File: src/rtl/core/acdp_ram.sv
module acdp_ram #(
  parameter int unsigned WIDTH = 33,
  parameter int unsigned DEPTH = 128
) (
  input  logic                     clk_i,
  input  logic                     we_i,
  input  logic [$clog2(DEPTH)-1:0] waddr_i,
  input  logic [WIDTH-1:0]         wdata_i,
  input  logic [$clog2(DEPTH)-1:0] raddr_i,
  output logic [WIDTH-1:0]         rdata_o
);

  logic [WIDTH-1:0] mem_q [DEPTH];
  logic [WIDTH-1:0] rdata_q;

  always_ff @(posedge clk_i) begin
    if (we_i) begin
      mem_q[waddr_i] <= wdata_i;
    end
    rdata_q <= mem_q[raddr_i];
  end

  assign rdata_o = rdata_q;

endmodule

File: config.mk
export PLATFORM = sky130hd
export DESIGN_NAME = acdp_ram
export DESIGN_NICKNAME = d
export VERILOG_FILES = /design/src/rtl/core/acdp_ram.sv
export SDC_FILE = /design/constraint.sdc
export NUM_CORES = 2
export LEC_CHECK = 0
export BUFFER_PORTS_ARGS = -buffer_cell sky130_fd_sc_hd__clkbuf_2
export CORE_MARGIN = 4
export CORE_UTILIZATION = 65
export CTS_CLUSTER_SIZE = 10
export DETAILED_ROUTE_END_ITERATION = 16
export GPL_ROUTABILITY_DRIVEN = 0
export MAX_ROUTING_LAYER = met4
export PLACE_DENSITY_LB_ADDON = 0.25
export SETUP_SLACK_MARGIN = 0.4
export SLEW_MARGIN = 20
export SYNTH_ARGS = -nofsm -noshare
export SYNTH_HDL_FRONTEND = slang
export SYNTH_MEMORY_MAX_BITS = 65536
export SYNTH_SLANG_ARGS = --single-unit
File: constraint.sdc
create_clock -name clk_i -period 9.5 [get_ports clk_i]
set_input_delay 0.475 -clock clk_i [delete_from_list [all_inputs] [get_ports clk_i]]
set_output_delay 0.475 -clock clk_i [all_outputs]
set_load 0.01 [all_outputs]
==> impl_results.md <==
* Status: finished, final reports clean
* CTS Buf Count at 477
* Max Clock Freq at between 200 and 300 MHz
* Crit Path Max Fanout at between 80 and 90
* Crit path largest cell delay at 700 ps
* Max IR drop VDD at between 0.0002 and 0.00025 V
* Crit path launch type: input port
* Slowest cell on the critical path: buf_4
* Crit path top cell by count: mux4_2
* Placed Instances at about 9500
* Crit path cell chain: buf_8 -> buf_4 -> buf_4 -> mux4_2 -> mux4_2 -> mux4_2 -> mux2_2
* I/O Pins at 82
* Synth Net Count at 6220
* Die ar. at around 0.26 mm2
* Crit path time final at between 3000 and 4000 ps
* Commonest cells after routing, fill and taps aside: edfxtp_1, mux4_2, clkbuf_16
* DRC Markers at 0
* FP Rows at ~180
* TNS Setup at 0 ps
* Cell family with most CP delay: multiplexers
* Hold Path Class: in -> reg
* Clk buf depth at 4
* Final nets at about 6700
* Final ANT Viol Nets at 0
* CP bufs+invs at 3
* Share of layout cells above drive strength 1 at about a third
* WHS at about 38 ps
* Slew Viols, Final at 0
* Post-CTS Setup Bufs at 0
* Worst r2r path cells at 4
* Fin cells at 10100
* Post-synthesis xor/xnor area fraction at 0%
* Mapped cell area at 0.161 mm2
* IO buf count at around 80
* Synthesized area per cell at ~26 um2
* Total number of vias at ~76000
* Commonest non-fill, non-tap cell in the layout: edfxtp_1
* Total Power at a little under 0.04 W
* Main combinational cell family by area after synthesis: multiplexers
* Initial Util at 65.4%
* H-tree depth at 5
* Vias in the first global route at roughly 80000
* CP Capture Type: register
* Worst setup path startpoint: raddr_i[2]
* Global-route wire length before repair at between 600000 and 700000 um
* Post-synth cell types at 16
* Area Growth Syn to Fin at 11.9%
* Insertion delay to the later sink of the worst-skew pair at approximately 1000 ps
* Pre-antenna DRT Iters at 6
* WL final at ~430000 um
* Leak at approximately 55 nW
* DP Wirelength at around 210000 um
* WL/cell at approximately 43 um
* GRT Total Usage at roughly 36%
* Final Cycle Share at between 30% and 40%
* Cells after synthesis at between 6000 and 7000
* Hold Violations, Final at 0
* RSZ-0062 raised after global routing: no
* Drt via density at 7.51
* Relative slew slack at between 20% and 30%
* Setup ws final at 5810 ps
* Worst setup path endpoint: rdata_o[0]
* Setup Viol. Count Final at 0
* CP Depth at 7
* Post-place setup slack at 4840 ps
* Worst slew pin tran at 1150 ps
* CTS tree: built
* Die height at around 500 um
* Initial antenna violation count at between 50 and 60
* RR Startpoint: mem_q[23][21]
* Synth Register Bits at between 4000 and 5000
* Synth Area in Adders at 0%
* Sequential-to-total area share from yosys stat at 79.1%
* CTS Sinks at approximately 4300
* Skew final at about 48 ps
* Core area at around 0.25 mm2
* Worst-path clk slew at ~60 ps
* GR Overflow Total at 0
* Die width at about 510 um
* Post-Synth Simple-Gate Area at 0.433%
* Detailed Route Iter0 Violations at approximately 14000
* Filler cells at 12600
* Multiplexer share of the synthesized area at between 10% and 20%
* Largest net degree at the start of global routing at 150
* Clock root buffer: clkbuf_16
* Compound-gate portion of the synthesized area at 0%
* Crit path kind: in -> reg
* WP data arrival at ~4600 ps
* Pwr dens at 215 mW/mm2
* R2R Setup Slk at ~6800 ps
* Synth Warn # at 0
* Req. time, crit path at between 10000 and 15000 ps
* MaxCap Viol Count at 0
* Worst R2R End: rdata_o[21]
## worst min path at each step
stage                           to   startpoint  cells past startpoint
floorplan              mem_q[0][0]   wdata_i[0]                      0
global placement      mem_q[5][11]  wdata_i[11]                      1
detailed placement    mem_q[0][11]  wdata_i[11]                      1
CTS                 mem_q[116][17]  wdata_i[17]                      1
global route          mem_q[5][10]  wdata_i[10]                      1
finish              mem_q[102][17]  wdata_i[17]                      1
## registers in the layout, summed over array words and instances (netlist names)
signal / flops
mem_q: 4224
rdata_o: 33
## Yosys cell counts
| cell type | n | area, um2 |
|---|---|---|
| nand4_1 | 3 | 18.8 |
| nor2b_1 | 7 | 43.8 |
| nand2_1 | 14 | 52.6 |
| dfxtp_1 | 33 | 661 |
| mux4_2 | 1386 | 31200 |
| edfxtp_1 | 4224 | 127000 |
| or3_1 | 1 | 6.26 |
| mux2_2 | 33 | 372 |
| nand2b_1 | 2 | 12.5 |
| buf_6 | 1 | 11.3 |
| nor2_1 | 122 | 458 |
| clkbuf_1 | 184 | 691 |
| nand3_1 | 12 | 60.1 |
| nor3_1 | 9 | 45.0 |
| buf_1 | 46 | 173 |
| buf_2 | 94 | 470 |
## per-layer routing
metal / vias to the layer above / share of wire, % / GRT usage [%]
met1: 40100 / 33 / 47.7
li1: 27900 / - / -
met2: 6913 / 48 / 53.1
met5: - / 0 / -
met4: 0 / 4.7 / 14.3
met3: 1033 / 15 / 10.5
## timing repair
action | 4_1_cts | 5_1_grt
endpoints found under the hold margin | 356 | 0
endpoints found under the setup margin | 0 | 0
gates resized for setup | 0 | 0
hold buffers | 18 | 0
## area by class of cell
cell class / count / area (um2) / share of cell area, %
clock inverters: 5 / 51.3 / 0.0285
repair buffers: 313 / 2580 / 1.43
multi-input cells: 1589 / 33300 / 18.5
flip-flops and latches: 4257 / 128000 / 70.7
clock buffers: 587 / 12600 / 6.97
well taps: 3312 / 4140 / 2.30
diodes: 60 / 150 / 0.0833
## cells by family (layout without fill, tap and decap cells)
group,after synthesis,count (layout)
AND/OR/NAND/NOR,170,170
buffers and inverters,325,905
multiplexers,1419,1419
other,0,60
flip-flops,4257,4257
## through the flow
step                area, um2  utilization, %
floorplan              161000               -
global placement       167000            67.9
detailed placement     167000            67.9
CTS                    180000            73.1
global route           180000            73.1
finish                 180000            73.2
## power by group
group          switching [W]  total (W)  internal [W]
Clock                0.00679     0.0158       0.00906
Sequential         0.0000934     0.0209        0.0208
Combinational        0.00125    0.00200      0.000747
Total                0.00813     0.0387        0.0306
## worst register-to-register path, cell delays in order (launching register included)
cell and delay, ps:
edfxtp_1 410, mux4_2 510, mux4_2 640, mux4_2 700
mux2_2 360
Power figures use the tool's default switching activity.
